`config.mk`:
```
export PLATFORM = sky130hd
export DESIGN_NAME = double_ended_queue
export DESIGN_NICKNAME = d
export VERILOG_FILES = /design/src/hdl/dq_pkg.sv /design/src/hdl/double_ended_queue.sv /design/src/hdl/dq_ram.sv
export SDC_FILE = /design/constraint.sdc
export NUM_CORES = 1
export LEC_CHECK = 0
export BUFFER_PORTS_ARGS = -buffer_cell sky130_fd_sc_hd__buf_2
export CORE_MARGIN = 4
export CORE_UTILIZATION = 45
export CTS_BUF_LIST = sky130_fd_sc_hd__clkbuf_16
export DETAILED_ROUTE_END_ITERATION = 7
export PLACE_DENSITY_LB_ADDON = 0.15
export SLEW_MARGIN = 25
export SYNTH_ARGS = -nofsm -noshare
export SYNTH_HDL_FRONTEND = slang
export SYNTH_SLANG_ARGS = --single-unit
```
`constraint.sdc`:
```
create_clock -name clock -period 13.4 [get_ports clock]
set_input_delay 2.68 -clock clock [delete_from_list [all_inputs] [get_ports clock]]
set_output_delay 2.68 -clock clock [all_outputs]
set_load 0.01 [all_outputs]
```
`src/hdl/dq_pkg.sv`:
```
// ----------------------------------------------------------------------------
// Double-ended queue package
// Sizes, operation and status codes, and the read-stage record used by the
// queue top level; the testbench uses the sizes and codes as well.
// ----------------------------------------------------------------------------
`default_nettype none

package dq_pkg;

   // Ring size and the widths that follow from it.
   localparam int DEPTH   = 16;
   localparam int IDX_W   = (DEPTH > 1) ? $clog2(DEPTH) : 1;
   localparam int CNT_W   = $clog2(DEPTH + 1);
   localparam int SUM_W   = IDX_W + 1;

   // Entry layout: age in the upper bits, grade bits in the lower bits.
   localparam int AGE_W   = 8;
   localparam int GRADE_W = 32;
   localparam int ENTRY_W = AGE_W + GRADE_W;

   // Operation codes.
   localparam int OP_W = 2;
   localparam logic [OP_W-1:0] OP_PUSH_FRONT = 2'd0;
   localparam logic [OP_W-1:0] OP_PUSH_REAR  = 2'd1;
   localparam logic [OP_W-1:0] OP_POP_FRONT  = 2'd2;
   localparam logic [OP_W-1:0] OP_POP_REAR   = 2'd3;

   // Status codes.
   localparam int ST_W = 2;
   localparam logic [ST_W-1:0] ST_DONE  = 2'd0;
   localparam logic [ST_W-1:0] ST_EMPTY = 2'd1;
   localparam logic [ST_W-1:0] ST_FULL  = 2'd2;

   // What travels alongside the memory read while it is in flight.
   typedef struct packed {
      logic             pop_ok;
      logic [ST_W-1:0]  status;
      logic [CNT_W-1:0] occupancy;
   } s1_info_type;

endpackage

`default_nettype wire

```
`src/hdl/double_ended_queue.sv`:
```
// ----------------------------------------------------------------------------
// Double-ended queue
// A ring of slots in a synchronous RAM with a front index and a fill count.
// Each request beat pushes or pops at either end and returns one response.
// ----------------------------------------------------------------------------
//
//   Channel  Direction  Handshake            Payload
//   req      in         req_valid/req_stall  op, entry_age, entry_grade_bits
//   rsp      out        rsp_valid/rsp_stall  out_age, out_grade_bits, status,
//                                            occupancy
//
// A request beat is accepted while req_stall is low; its response passes through
// the registered read port of the slot RAM and the read stage, then the response
// register. A new request may be accepted every cycle while the response
// side keeps draining. Reset empties the queue at once; slot contents are
// not cleared. When the response register is stalled and a beat is waiting
// in the read stage behind it, req_stall is raised until the response side
// moves.
// ----------------------------------------------------------------------------
`default_nettype none

module double_ended_queue (
   input  wire                               clock,
   input  wire                               reset,
   input  wire                               req_valid,
   output logic                              req_stall,
   input  wire  [dq_pkg::OP_W-1:0]           req_op,
   input  wire  [dq_pkg::AGE_W-1:0]          req_entry_age,
   input  wire  [dq_pkg::GRADE_W-1:0]        req_entry_grade_bits,
   output logic                              rsp_valid,
   input  wire                               rsp_stall,
   output logic [dq_pkg::AGE_W-1:0]          rsp_out_age,
   output logic [dq_pkg::GRADE_W-1:0]        rsp_out_grade_bits,
   output logic [dq_pkg::ST_W-1:0]           rsp_status,
   output logic [dq_pkg::CNT_W-1:0]          rsp_occupancy
);

   // Queue state.
   logic [dq_pkg::IDX_W-1:0]   front_ff, front_in;
   logic [dq_pkg::CNT_W-1:0]   count_ff, count_in;

   // Read stage and response register.
   logic                        s1_valid_ff, s1_valid_in;
   dq_pkg::s1_info_type         s1_info_ff, s1_info_in;
   logic                        rsp_valid_ff, rsp_valid_in;
   logic [dq_pkg::AGE_W-1:0]    rsp_age_ff, rsp_age_in;
   logic [dq_pkg::GRADE_W-1:0]  rsp_grade_ff, rsp_grade_in;
   logic [dq_pkg::ST_W-1:0]     rsp_status_ff, rsp_status_in;
   logic [dq_pkg::CNT_W-1:0]    rsp_occ_ff, rsp_occ_in;

   logic                        accept;
   logic                        s1_move;
   logic                        is_push;
   logic                        q_full;
   logic                        q_empty;
   logic                        push_ok;
   logic                        pop_ok;
   logic [dq_pkg::IDX_W-1:0]    front_dec;
   logic [dq_pkg::IDX_W-1:0]    front_inc;
   logic [dq_pkg::SUM_W-1:0]    sum_push;
   logic [dq_pkg::SUM_W-1:0]    sum_pop;
   logic [dq_pkg::IDX_W-1:0]    rear_push_pos;
   logic [dq_pkg::IDX_W-1:0]    rear_pop_pos;

   logic                        ram_wr_en;
   logic [dq_pkg::IDX_W-1:0]    ram_wr_addr;
   logic                        ram_rd_en;
   logic [dq_pkg::IDX_W-1:0]    ram_rd_addr;
   logic [dq_pkg::ENTRY_W-1:0]  ram_rd_data;

   // Handshake: the read stage moves on whenever the response register is free.
   assign s1_move   = s1_valid_ff && (!rsp_valid_ff || !rsp_stall);
   assign req_stall = s1_valid_ff && !s1_move;
   assign accept    = req_valid && !req_stall;

   // Operation decode against the current fill level.
   assign is_push = (req_op == dq_pkg::OP_PUSH_FRONT) || (req_op == dq_pkg::OP_PUSH_REAR);
   assign q_full  = (count_ff == dq_pkg::CNT_W'(dq_pkg::DEPTH));
   assign q_empty = (count_ff == '0);
   assign push_ok = is_push && !q_full;
   assign pop_ok  = !is_push && !q_empty;

   // Ring positions, wrapped modulo the depth.
   always_comb begin
      front_dec = (front_ff == '0) ? dq_pkg::IDX_W'(dq_pkg::DEPTH - 1) : front_ff - 1'b1;
      front_inc = (front_ff == dq_pkg::IDX_W'(dq_pkg::DEPTH - 1)) ? '0 : front_ff + 1'b1;
      sum_push  = dq_pkg::SUM_W'(front_ff) + dq_pkg::SUM_W'(count_ff);
      sum_pop   = sum_push - 1'b1;
      rear_push_pos = (sum_push >= dq_pkg::SUM_W'(dq_pkg::DEPTH))
                    ? dq_pkg::IDX_W'(sum_push - dq_pkg::SUM_W'(dq_pkg::DEPTH))
                    : dq_pkg::IDX_W'(sum_push);
      rear_pop_pos  = (sum_pop >= dq_pkg::SUM_W'(dq_pkg::DEPTH))
                    ? dq_pkg::IDX_W'(sum_pop - dq_pkg::SUM_W'(dq_pkg::DEPTH))
                    : dq_pkg::IDX_W'(sum_pop);
   end

   // Memory accesses are issued on the accepting edge.
   assign ram_wr_en   = accept && push_ok;
   assign ram_wr_addr = (req_op == dq_pkg::OP_PUSH_FRONT) ? front_dec : rear_push_pos;
   assign ram_rd_en   = accept && pop_ok;
   assign ram_rd_addr = (req_op == dq_pkg::OP_POP_FRONT) ? front_ff : rear_pop_pos;

   dq_ram #(
      .WIDTH (dq_pkg::ENTRY_W),
      .DEPTH (dq_pkg::DEPTH)
   ) u_slots (
      .clock   (clock),
      .wr_en   (ram_wr_en),
      .wr_addr (ram_wr_addr),
      .wr_data ({req_entry_age, req_entry_grade_bits}),
      .rd_en   (ram_rd_en),
      .rd_addr (ram_rd_addr),
      .rd_data (ram_rd_data)
   );

   // Next front index and fill count.
   always_comb begin
      front_in = front_ff;
      count_in = count_ff;
      if (accept) begin
         case (req_op)
            dq_pkg::OP_PUSH_FRONT: begin
               if (push_ok) begin
                  front_in = front_dec;
                  count_in = count_ff + 1'b1;
               end
            end
            dq_pkg::OP_PUSH_REAR: begin
               if (push_ok) begin
                  count_in = count_ff + 1'b1;
               end
            end
            dq_pkg::OP_POP_FRONT: begin
               if (pop_ok) begin
                  front_in = front_inc;
                  count_in = count_ff - 1'b1;
               end
            end
            dq_pkg::OP_POP_REAR: begin
               if (pop_ok) begin
                  count_in = count_ff - 1'b1;
               end
            end
            default: begin
               front_in = front_ff;
               count_in = count_ff;
            end
         endcase
      end
   end

   // Read stage: status and occupancy wait here for the RAM data.
   always_comb begin
      s1_info_in.pop_ok    = pop_ok;
      s1_info_in.occupancy = count_in;
      if (is_push) begin
         s1_info_in.status = q_full ? dq_pkg::ST_FULL : dq_pkg::ST_DONE;
      end else begin
         s1_info_in.status = q_empty ? dq_pkg::ST_EMPTY : dq_pkg::ST_DONE;
      end
      if (accept) begin
         s1_valid_in = 1'b1;
      end else if (s1_move) begin
         s1_valid_in = 1'b0;
      end else begin
         s1_valid_in = s1_valid_ff;
      end
   end

   // Response register: popped entry or zeros, with status and occupancy.
   always_comb begin
      rsp_age_in    = rsp_age_ff;
      rsp_grade_in  = rsp_grade_ff;
      rsp_status_in = rsp_status_ff;
      rsp_occ_in    = rsp_occ_ff;
      if (s1_move) begin
         rsp_valid_in  = 1'b1;
         rsp_age_in    = s1_info_ff.pop_ok ? ram_rd_data[dq_pkg::ENTRY_W-1:dq_pkg::GRADE_W] : '0;
         rsp_grade_in  = s1_info_ff.pop_ok ? ram_rd_data[dq_pkg::GRADE_W-1:0] : '0;
         rsp_status_in = s1_info_ff.status;
         rsp_occ_in    = s1_info_ff.occupancy;
      end else begin
         rsp_valid_in  = rsp_valid_ff && rsp_stall;
      end
   end

   // Control registers.
   always_ff @(posedge clock) begin
      if (reset) begin
         front_ff     <= '0;
         count_ff     <= '0;
         s1_valid_ff  <= 1'b0;
         rsp_valid_ff <= 1'b0;
      end else begin
         front_ff     <= front_in;
         count_ff     <= count_in;
         s1_valid_ff  <= s1_valid_in;
         rsp_valid_ff <= rsp_valid_in;
      end
   end

   // Payload registers.
   always_ff @(posedge clock) begin
      if (accept) begin
         s1_info_ff <= s1_info_in;
      end
      rsp_age_ff    <= rsp_age_in;
      rsp_grade_ff  <= rsp_grade_in;
      rsp_status_ff <= rsp_status_in;
      rsp_occ_ff    <= rsp_occ_in;
   end

   assign rsp_valid          = rsp_valid_ff;
   assign rsp_out_age        = rsp_age_ff;
   assign rsp_out_grade_bits = rsp_grade_ff;
   assign rsp_status         = rsp_status_ff;
   assign rsp_occupancy      = rsp_occ_ff;

   // Checks on the queue state and the read stage.
   a_count_bound: assert property (@(posedge clock) disable iff (reset)
      count_ff <= dq_pkg::CNT_W'(dq_pkg::DEPTH))
      else $error("Fill count exceeds the ring depth.");

   a_full_push_holds: assert property (@(posedge clock) disable iff (reset)
      (accept && is_push && q_full) |=> ($stable(count_ff) && $stable(front_ff)))
      else $error("A refused push changed the queue state.");

   a_pop_decrements: assert property (@(posedge clock) disable iff (reset)
      (accept && pop_ok) |=> (count_ff == $past(count_ff) - 1'b1))
      else $error("An accepted pop did not lower the fill count by one.");

   a_s1_held: assert property (@(posedge clock) disable iff (reset)
      (s1_valid_ff && rsp_valid_ff && rsp_stall) |=> (s1_valid_ff && $stable(s1_info_ff)))
      else $error("The read stage was lost while the response side was stalled.");

endmodule

`default_nettype wire

```
`src/hdl/dq_ram.sv`:
```
// ----------------------------------------------------------------------------
// Generic single-port-write, single-port-read RAM
// One write and one read per cycle; the read data is registered and holds
// its value until the next read.
// ----------------------------------------------------------------------------
`default_nettype none

module dq_ram #(
   parameter int WIDTH = 8,
   parameter int DEPTH = 16
) (
   input  wire                                    clock,
   input  wire                                    wr_en,
   input  wire  [((DEPTH > 1) ? $clog2(DEPTH) : 1)-1:0] wr_addr,
   input  wire  [WIDTH-1:0]                       wr_data,
   input  wire                                    rd_en,
   input  wire  [((DEPTH > 1) ? $clog2(DEPTH) : 1)-1:0] rd_addr,
   output logic [WIDTH-1:0]                       rd_data
);

   logic [WIDTH-1:0] mem_ff [DEPTH];
   logic [WIDTH-1:0] rd_data_ff;

   // Write port.
   always_ff @(posedge clock) begin
      if (wr_en) begin
         mem_ff[wr_addr] <= wr_data;
      end
   end

   // Registered read port.
   always_ff @(posedge clock) begin
      if (rd_en) begin
         rd_data_ff <= mem_ff[rd_addr];
      end
   end

   assign rd_data = rd_data_ff;

endmodule

`default_nettype wire

```
; ---- Yosys cells after proc, flatten, opt, wreduce, memory -nomap -nowiden
; Memories as Yosys holds them, arrays and structs flattened. A register that Yosys moved wholly into a read port is not among the register bits.
; Index checks and enable logic that the tools add are counted.
[totals]
regBits = 66
out_inout_bits = 49
in_bits = 46
wordCells = 75
n_memories = 1
ramBits = 640
[memory_table]
columns = memory, depth, word_bits, read_ports, rd_ports_with_merged_regs, write_ports, line_no
row1 = u_slots.mem_ff, 16, 40, 1, 1, 1, dq_ram.sv:21  ; logic [WIDTH-1:0] mem_ff [DEPTH];
[op_classes]
mux = 21
add_sub_neg = 8
reduce_logical = 25
order_cmp = 2
eq_ne = 7
[op_table]
columns = op, n
row1 = two-way mux 4 bit, 8
row2 = two-way mux 5 bit, 3
row3 = subtractor 4 x 1 -> 4 bit (second input constant), 3
row4 = greater-or-equal comparator 5 bit (second input constant), 2
row5 = one-hot mux 5 bit (2 select lines), 1
row6 = subtractor 5 x 1 -> 5 bit (second input constant), 2
row7 = logical AND 1 bit, 8
row8 = one-hot mux 4 bit (2 select lines), 1
row9 = zero test 1 bit, 7
row10 = two-way mux 1 bit, 6
row11 = adder 4 x 5 -> 5 bit, 1
row12 = adder 5 x 1 -> 5 bit (second input constant), 1
row13 = equality test 5 bit (second input constant), 1
row14 = zero test 5 bit, 1
row15 = adder 4 x 1 -> 4 bit (second input constant), 1
row16 = equality test 2 bit (second input constant), 2
row17 = equality test 4 bit (second input constant), 1
row18 = zero test 4 bit, 1
row19 = two-way mux 2 bit, 2
row20 = != test 2 bit (second input constant), 2
row21 = AND reduction 4 bit, 1
row22 = nonzero test 2 bit, 2
row23 = OR reduction 2 bit, 2
row24 = equality test 2 x 1 -> 1 bit (second input constant), 1
row25 = other kinds (2), 3

; ---- Longest topological paths before layout
; Gate-level depths: netlist of the first run.
[depth]
depth_word = 10
depth_mapped = 12
depth_no_buf = 10

; ---- Cells and area by module
; From an unflattened synthesis of the first run, not the netlist that was laid out.
[unflattened]
cells_unflattened = 1278
area_unflattened_um2 = 28546.1
[by_module_without_submodules]
columns = module, seq_area_each_um2, area_each_um2, cells_each, n_inst
row1 = dq_ram, 20419.6, 25532.0, 1040, 1
row2 = double_ended_queue, 1871.8, 3014.1, 238, 1

; ---- Worst setup path before layout of the first run
; No wires, ideal clock.
[synth_timing]
kind = input port to flip-flop
startpoint = input rsp_stall
endpoint = memory u_slots.mem_ff[6][0] in the netlist's numbering, enable pin
setup_time_ns = 0.495
path_slack_ns = 6.418
path_buffers = 0
arrival_ns = 6.486
required_ns = 12.905
path_stages = 5
path_cell_list = nand3_1 nand2_1 nor4_1 nand2b_1 nor3b_1
[synth_via]
elab_chain_len = 10
[synth_lines]
columns = element, line_no
row1 = start: declaration, double_ended_queue.sv:31  ; input wire rsp_stall,
row2 = zero test 1 bit, double_ended_queue.sv:72  ; assign s1_move = s1_valid_ff && (!rsp_valid_ff || !rsp_stall);
row3 = logical OR 1 bit, double_ended_queue.sv:72
row4 = logical AND 1 bit, double_ended_queue.sv:72
row5 = zero test 1 bit, double_ended_queue.sv:73  ; assign req_stall = s1_valid_ff && !s1_move;
row6 = logical AND 1 bit, double_ended_queue.sv:73
row7 = zero test 1 bit, double_ended_queue.sv:74  ; assign accept = req_valid && !req_stall;
row8 = logical AND 1 bit, double_ended_queue.sv:74
row9 = logical AND 1 bit, double_ended_queue.sv:98  ; assign ram_wr_en = accept && push_ok;
row10 = two-way mux 1 bit, dq_ram.sv:26  ; if (wr_en) begin
row11 = two-way mux 1 bit (implied by the code), dq_ram.sv:27  ; mem_ff[wr_addr] <= wr_data;
row12 = end: declaration, dq_ram.sv:21
; No other way between the ends.

; ---- Worst setup path in the final report of the first run
[layout_timing]
startpoint = input rsp_stall
endpoint = output req_stall
[layout_via]
elab_chain_len = 5
[layout_lines]
columns = element, line_no
row1 = zero test 1 bit, double_ended_queue.sv:72
row2 = logical OR 1 bit, double_ended_queue.sv:72
row3 = logical AND 1 bit, double_ended_queue.sv:72
row4 = zero test 1 bit, double_ended_queue.sv:73
row5 = logical AND 1 bit, double_ended_queue.sv:73
row6 = end: declaration, double_ended_queue.sv:26  ; output logic req_stall,
; No other way between the ends.

==> results of run 1 <==
## per-layer routing
layer | global-route usage [%] | routed length, um | part of all wire, % | up-vias
met4 | 4.73 | 1190 | 1.7 | 2
li1 | - | - | - | 6928
met3 | 3.46 | 4370 | 6.2 | 95
met1 | 27.6 | 30800 | 44 | 8366
met5 | 0 | 13 | 0.018 | -
met2 | 31.7 | 34200 | 48 | 466
## layout by cell type (no fill, tap or decap), drive strengths merged, types with 5 or more instances in the layout
master	count
nor2b	9
edfxtp	735
mux4	158
clkbuf	81
inv	338
buf	123
xnor2	8
ha	8
dfxtp	11
a21oi	48
nor2	28
and2	41
clkinv	36
nand2	13
a22oi	78
o221ai	79
mux2i	55
bufinv	10
diode	5
## sequential cells by signal, indices dropped and copies added, names as in the netlist, 4 cells and up
| name | count |
|---|---|
| rsp_out_grade_bits | 32 |
| u_slots.rd_data | 40 |
| rsp_occupancy | 5 |
| count_ff | 5 |
| rsp_out_age | 8 |
| front_ff | 4 |
| s1_info_ff | 8 |
| u_slots.mem_ff | 640 |
## cell type report
type	count	area, um2	share of cell area, %
diodes	5	12.5	0.0359
clock buffers	81	2030	5.82
clock inverters	63	567	1.63
inverters	325	1220	3.50
multi-input cells	576	6900	19.8
flip-flops and latches	746	22300	64.0
well taps	873	1090	3.13
repair buffers	123	746	2.14
## logic make-up (layout without fill, tap and decap cells)
| logic type | Yosys count | in the layout | share of synthesized area, % |
|---|---|---|---|
| adders and majority gates | 9 | 9 | 0.391 |
| buffers and inverters | 417 | 592 | 5.68 |
| and+or+nand+nor | 113 | 113 | 1.96 |
| xor gates and xnor gates | 13 | 13 | 0.420 |
| DFF | 746 | 746 | 72.6 |
| AOI/OAI and AO/OA | 224 | 224 | 5.39 |
| muxes | 217 | 217 | 13.6 |
| other | 0 | 5 | 0 |
## worst max-delay path by stage
stage                         start                   end  slack (ns)  cells past startpoint
after floorplan           rsp_stall  u_slots.mem_ff[6][0]        6.42                      5
after global placement    req_op[1]   u_slots.rd_data[16]        6.96                      8
after detailed placement  req_op[1]   u_slots.rd_data[21]        6.95                      8
after CTS                 rsp_stall             req_stall        7.53                      4
after global routing      req_op[1]   u_slots.rd_data[16]        7.29                      9
final                     rsp_stall             req_stall        7.54                      4
## report_power, final
group          switching, W  total, W  internal, W
clock              0.000894   0.00219      0.00129
sequential        0.0000259   0.00272      0.00269
combinational      0.000791   0.00136     0.000565
## through the flow
stage | std cells | worst slack, ns
final | 2792 | 7.54
after global routing | 2787 | 7.29
after CTS | 2786 | 7.53
after detailed placement | 2642 | 6.95
after global placement | 2641 | 6.96
after floorplan | 1739 | 6.42
## cells in the mapped netlist, types with 3 or more instances
master	instances
o21ai_0	4
buf_2	21
ha_1	8
and2_1	41
nand3_1	3
inv_1	325
a21oi_1	48
buf_8	7
mux2_2	4
buf_4	6
edfxtp_1	735
a22oi_1	78
nor3_1	4
nand2_1	13
xor2_1	4
buf_1	3
nor2b_1	9
mux2i_1	53
dfxtp_1	11
nand2b_1	4
nor2_1	28
o221ai_1	79
mux4_2	158
xnor2_1	8
clkbuf_1	48
buf_6	7
## worst max-delay path, delay by kind of cell
kind / cells / cell delay [ns]
and+or+nand+nor: 1 / 0.17
buffers and inverters: 3 / 0.32
==> flow_summary.yaml, run 1 <==
floorplanning:
  die_h_um: 269
  dieArea_mm2: 0.0725
  die_x_um: 269
  start_util_pct: 45.6
  core_area_mm2: 0.0674
  rows: 95
  io_pins: 95
global_route:
  grt_start_max_net_pins: 160
  track_usage_pct: 19.4
  grt_overflow: 0
  antenna_found_initial: 6
  grt_pass1_wl_um: 105000
  grt_pass1_vias: 15987
finish:
  syn2layout_area_growth_pct: 13.5
  layout-drive-gt1-share_pct: 22.5
  nets: 1907
  final.fill_count: 5430
  final_area_mm2: 0.0349
  fin_util_pct: 51.7
clock_network:
  cts.sinks: 746
  cts_tree: "done"
  hold_buffers: 0
  cts-root-buf: "clkbuf_16"
  cts_resized: 0
  numCtsBuffers: 80
  clock_latency_ns: 0.62
  clockBufferDepth: 3
  post_cts_buffers: 0
  cts_max_level: 3
  clkTransAtPathRegs_ns: 0.06
timing:
  skew_ns: 0.0211
  whs_ns: 0.421
  period_needed_ns: 5.86
  max_freq_ghz: 0.171
  setup_viol: 0
  rsz0062_at_grt: "no"
  relSlewSlack_pct: 30.4
  hold_viol_final: 0
  setup_tns_ns: 0
  drv_slew: 0
  min_period_over_period_pct: 43.7
  worst_pin_slew_ns: 1.04
worst_hold_path:
  hold_end: "rsp_occupancy[2]"
  min_from: "s1_info_ff[2]"
  holdPathStages: 0
  hp-class: "reg2reg"
synthesis:
  synth_area_mm2: 0.0307
  ys_seq_area_share_pct: 72.6
  synth_cell_types: 49
  synth_cells: 1739
  synthArstFlopShare_pct: 0
  synth_edf_count: 735
  synth_area_leader_cell: "edfxtp_1"
  ys_warn_count: 0
  ys.flop_type: "edfxtp_1"
  ys_ff_latch: 746
  syn_nets: 1794
  synth_area_leaders: "edfxtp_1 72%, mux4_2 12%, inv_1 4.0%, o221ai_1 2.3%, a22oi_1 1.9%"
  syn_area_per_cell_um2: 17.7
  yosysTopAreaCellShare_pct: 71.9
worst_setup_path:
  crit_path_cell_trace: "buf_2 -> nand3_1 -> inv_1 -> buf_2"
  worstSetupStartpointType: "primary input"
  reg2reg_slack_ns: 9.01
  slowest_stage: "nand3_1"
  critPathKind: "in2out"
  path_common_cell: "buf_2"
  crit_arrival_ns: 3.18
  endpoint_kind: "output pin"
  r2r-start: "front_ff[0]"
  required_ns: 10.72
  rr_endpoint: "u_slots.rd_data[25]"
  r2r_cells: 9
  critical_path.max_fanout: 5
  max_stage_delay_ns: 0.17
detailed_routing:
  routed_via_density: 5.68
  vias: 15857
  antenna_left: 0
  routed_wl_um: 70600
  drt_first_iter_violations: 1610
  wl_per_cell_um: 25.3
  drt_pass1_iterations: 5
  drc_errors: 0
power_and_ir_drop:
  ir_worst_vdd_mv: 0.214
  power.static_leakage_nw: 12.4
  total_power_w: 0.00626
  powerDensity_mw_per_mm2: 180
placement:
  port_buffers: 94
  hpwl_um: 34700
  place_area_mm2: 0.0322
  gp_congestion: 0.761
status:
  status: "finished clean"
run:
  drv_cap: 0
Power figures use the tool's default switching activity.
==> run 2, diff against run 1 <==
==> constraint.sdc (replaced) <==
create_clock -name clock -period 5.1 [get_ports clock]
set_input_delay 1.02 -clock clock [delete_from_list [all_inputs] [get_ports clock]]
set_output_delay 1.02 -clock clock [all_outputs]
set_load 0.01 [all_outputs]
==> flow_summary.yaml, run 2 (synthesis results as in run 1) <==
worst_setup_path:
  cp_top_family: "simple AND/OR/NAND/NOR gates"
  critPathKind: "reg2reg"
  r2r_cells: 7
  crit_path_cell_trace: "ha_1 -> fa_1 -> xor2_1 -> o21ai_0 -> nand2b_1 -> nor2_4 -> buf_12"
  r2r-start: "front_ff[0]"
  critical_path_buf_inv_count: 1
  required_ns: 5.38
  max_stage_delay_ns: 0.80
  cp-startpoint: "front_ff[0]"
  worstSetupStartpointType: "flop"
  critical_path.max_fanout: 29
  crit_arrival_ns: 4.15
  cp.depth: 7
  endpoint_kind: "flop"
  slowest_stage: "o21ai_0"
floorplanning:
  rows: 95
  die_x_um: 269
  core_area_mm2: 0.0674
  die_h_um: 269
  dieArea_mm2: 0.0725
  start_util_pct: 45.6
  io_pins: 95
power_and_ir_drop:
  total_power_w: 0.0163
  ir_worst_vdd_mv: 0.396
  power.static_leakage_nw: 12.6
  powerDensity_mw_per_mm2: 464
placement:
  place_inst: 2657
  hpwl_um: 36400
  place_area_mm2: 0.0326
  gp_congestion: 0.760
  port_buffers: 94
clock_network:
  clkTransAtPathRegs_ns: 0.06
  cts.sinks: 746
  cts_tree: "done"
  cts-root-buf: "clkbuf_16"
  cts_resized: 0
  numCtsBuffers: 80
  post_cts_buffers: 0
  clock_latency_ns: 0.62
  hold_buffers: 0
  cts_max_level: 3
  clockBufferDepth: 3
finish:
  regMostFlops: "u_slots.mem_ff"
  layout-drive-gt1-share_pct: 22.3
  final.fill_count: 5367
  nets: 1921
  fin_util_pct: 52.1
  final_area_mm2: 0.0351
  fin_cells: 2807
  final_common_cell: "edfxtp_1"
  largest_reg_flops: 640
  syn2layout_area_growth_pct: 14.4
  layout_common_cells: "735 x edfxtp_1, 344 x inv_1, 158 x mux4_2, 94 x buf_2, 84 x clkbuf_16"
detailed_routing:
  antenna_left: 0
  drt_pass1_iterations: 5
  wl_per_cell_um: 24.4
  routed_via_density: 5.61
  drc_errors: 0
  vias: 15750
  routed_wl_um: 68500
  drt_first_iter_violations: 1372
timing:
  drv_slew: 0
  hold_viol_final: 0
  rsz0062_at_grt: "no"
  period_needed_ns: 3.87
  skew_ns: 0.0189
  setup_tns_ns: 0
  max_freq_ghz: 0.258
  min_period_over_period_pct: 75.9
  setup_viol: 0
  worst_pin_slew_ns: 1.00
  relSlewSlack_pct: 32.6
worst_hold_path:
  holdPathStages: 0
  min_from: "s1_info_ff[6]"
  hp-class: "reg2reg"
status:
  status: "finished clean"
global_route:
  track_usage_pct: 18.9
  grt_start_max_net_pins: 79
  antenna_found_initial: 7
  grt_pass1_vias: 16235
  grt_overflow: 0
  grt_pass1_wl_um: 103000
run:
  drv_cap: 0
[run 2: cell types whose count changed in the layout (fill, tap and decap cells not counted), sizes merged]
| cell | previous run | this run |
|---|---|---|
| buf | 123 | 137 |
| diode | 5 | 2 |
| clkinvlp | 4 | 1 |
| clkbuf | 81 | 84 |
| bufinv | 10 | 5 |
| inv | 338 | 345 |
| clkinv | 36 | 38 |
[run 2: metrics by stage]
step                worst slack [ns]  hold WS [ns]
global placement                1.07         0.402
global route                   0.996         0.423
detailed placement              1.03         0.406
CTS                             1.07         0.419
finish                          1.23         0.421
floorplan                      0.130         0.400
[run 2: report_power, final]
| group | internal, W | switching [W] | total (W) | leakage (nW) |
|---|---|---|---|---|
| combinational | 0.00155 | 0.00208 | 0.00363 | 4.52 |
| sequential | 0.00708 | 0.0000733 | 0.00715 | 6.75 |
| clock | 0.00322 | 0.00231 | 0.00552 | 1.30 |
| total | 0.0118 | 0.00446 | 0.0163 | 12.6 |
[run 2: cell type report]
type / instances / area [um2] / area share (%)
antenna: 2 / 5.00 / 0.0142
clock buffer: 84 / 2100 / 5.98
clock inverter: 64 / 414 / 1.18
inverter: 325 / 1220 / 3.47
multi-input combinational: 576 / 6910 / 19.6
sequential: 746 / 22300 / 63.4
tap: 873 / 1090 / 3.11
timing repair buffer: 137 / 1110 / 3.17
[run 2: routing by layer]
| metal | vias up | track usage, % | wire (um) |
|---|---|---|---|
| li1 | 6960 | - | - |
| met1 | 8278 | 26.3 | 30000 |
| met2 | 408 | 30.9 | 33100 |
| met3 | 100 | 3.49 | 3780 |
| met4 | 4 | 5.57 | 1540 |
| met5 | - | 0 | 26 |
[run 2: worst register-to-register path, cell delays in order (launching register included)]
cell	delay, ns
dfxtp_1	0.45
ha_1	0.30
fa_1	0.41
xor2_1	0.19
o21ai_0	0.80
nand2b_1	0.45
nor2_4	0.57
buf_12	0.33
[run 2: worst paths after layout]
kind                             to  slack (ns)
max          u_slots.mem_ff[10][17]        1.23
min                   rsp_status[1]        0.42
max reg2reg  u_slots.mem_ff[10][17]        1.23
min reg2reg           rsp_status[1]        0.42
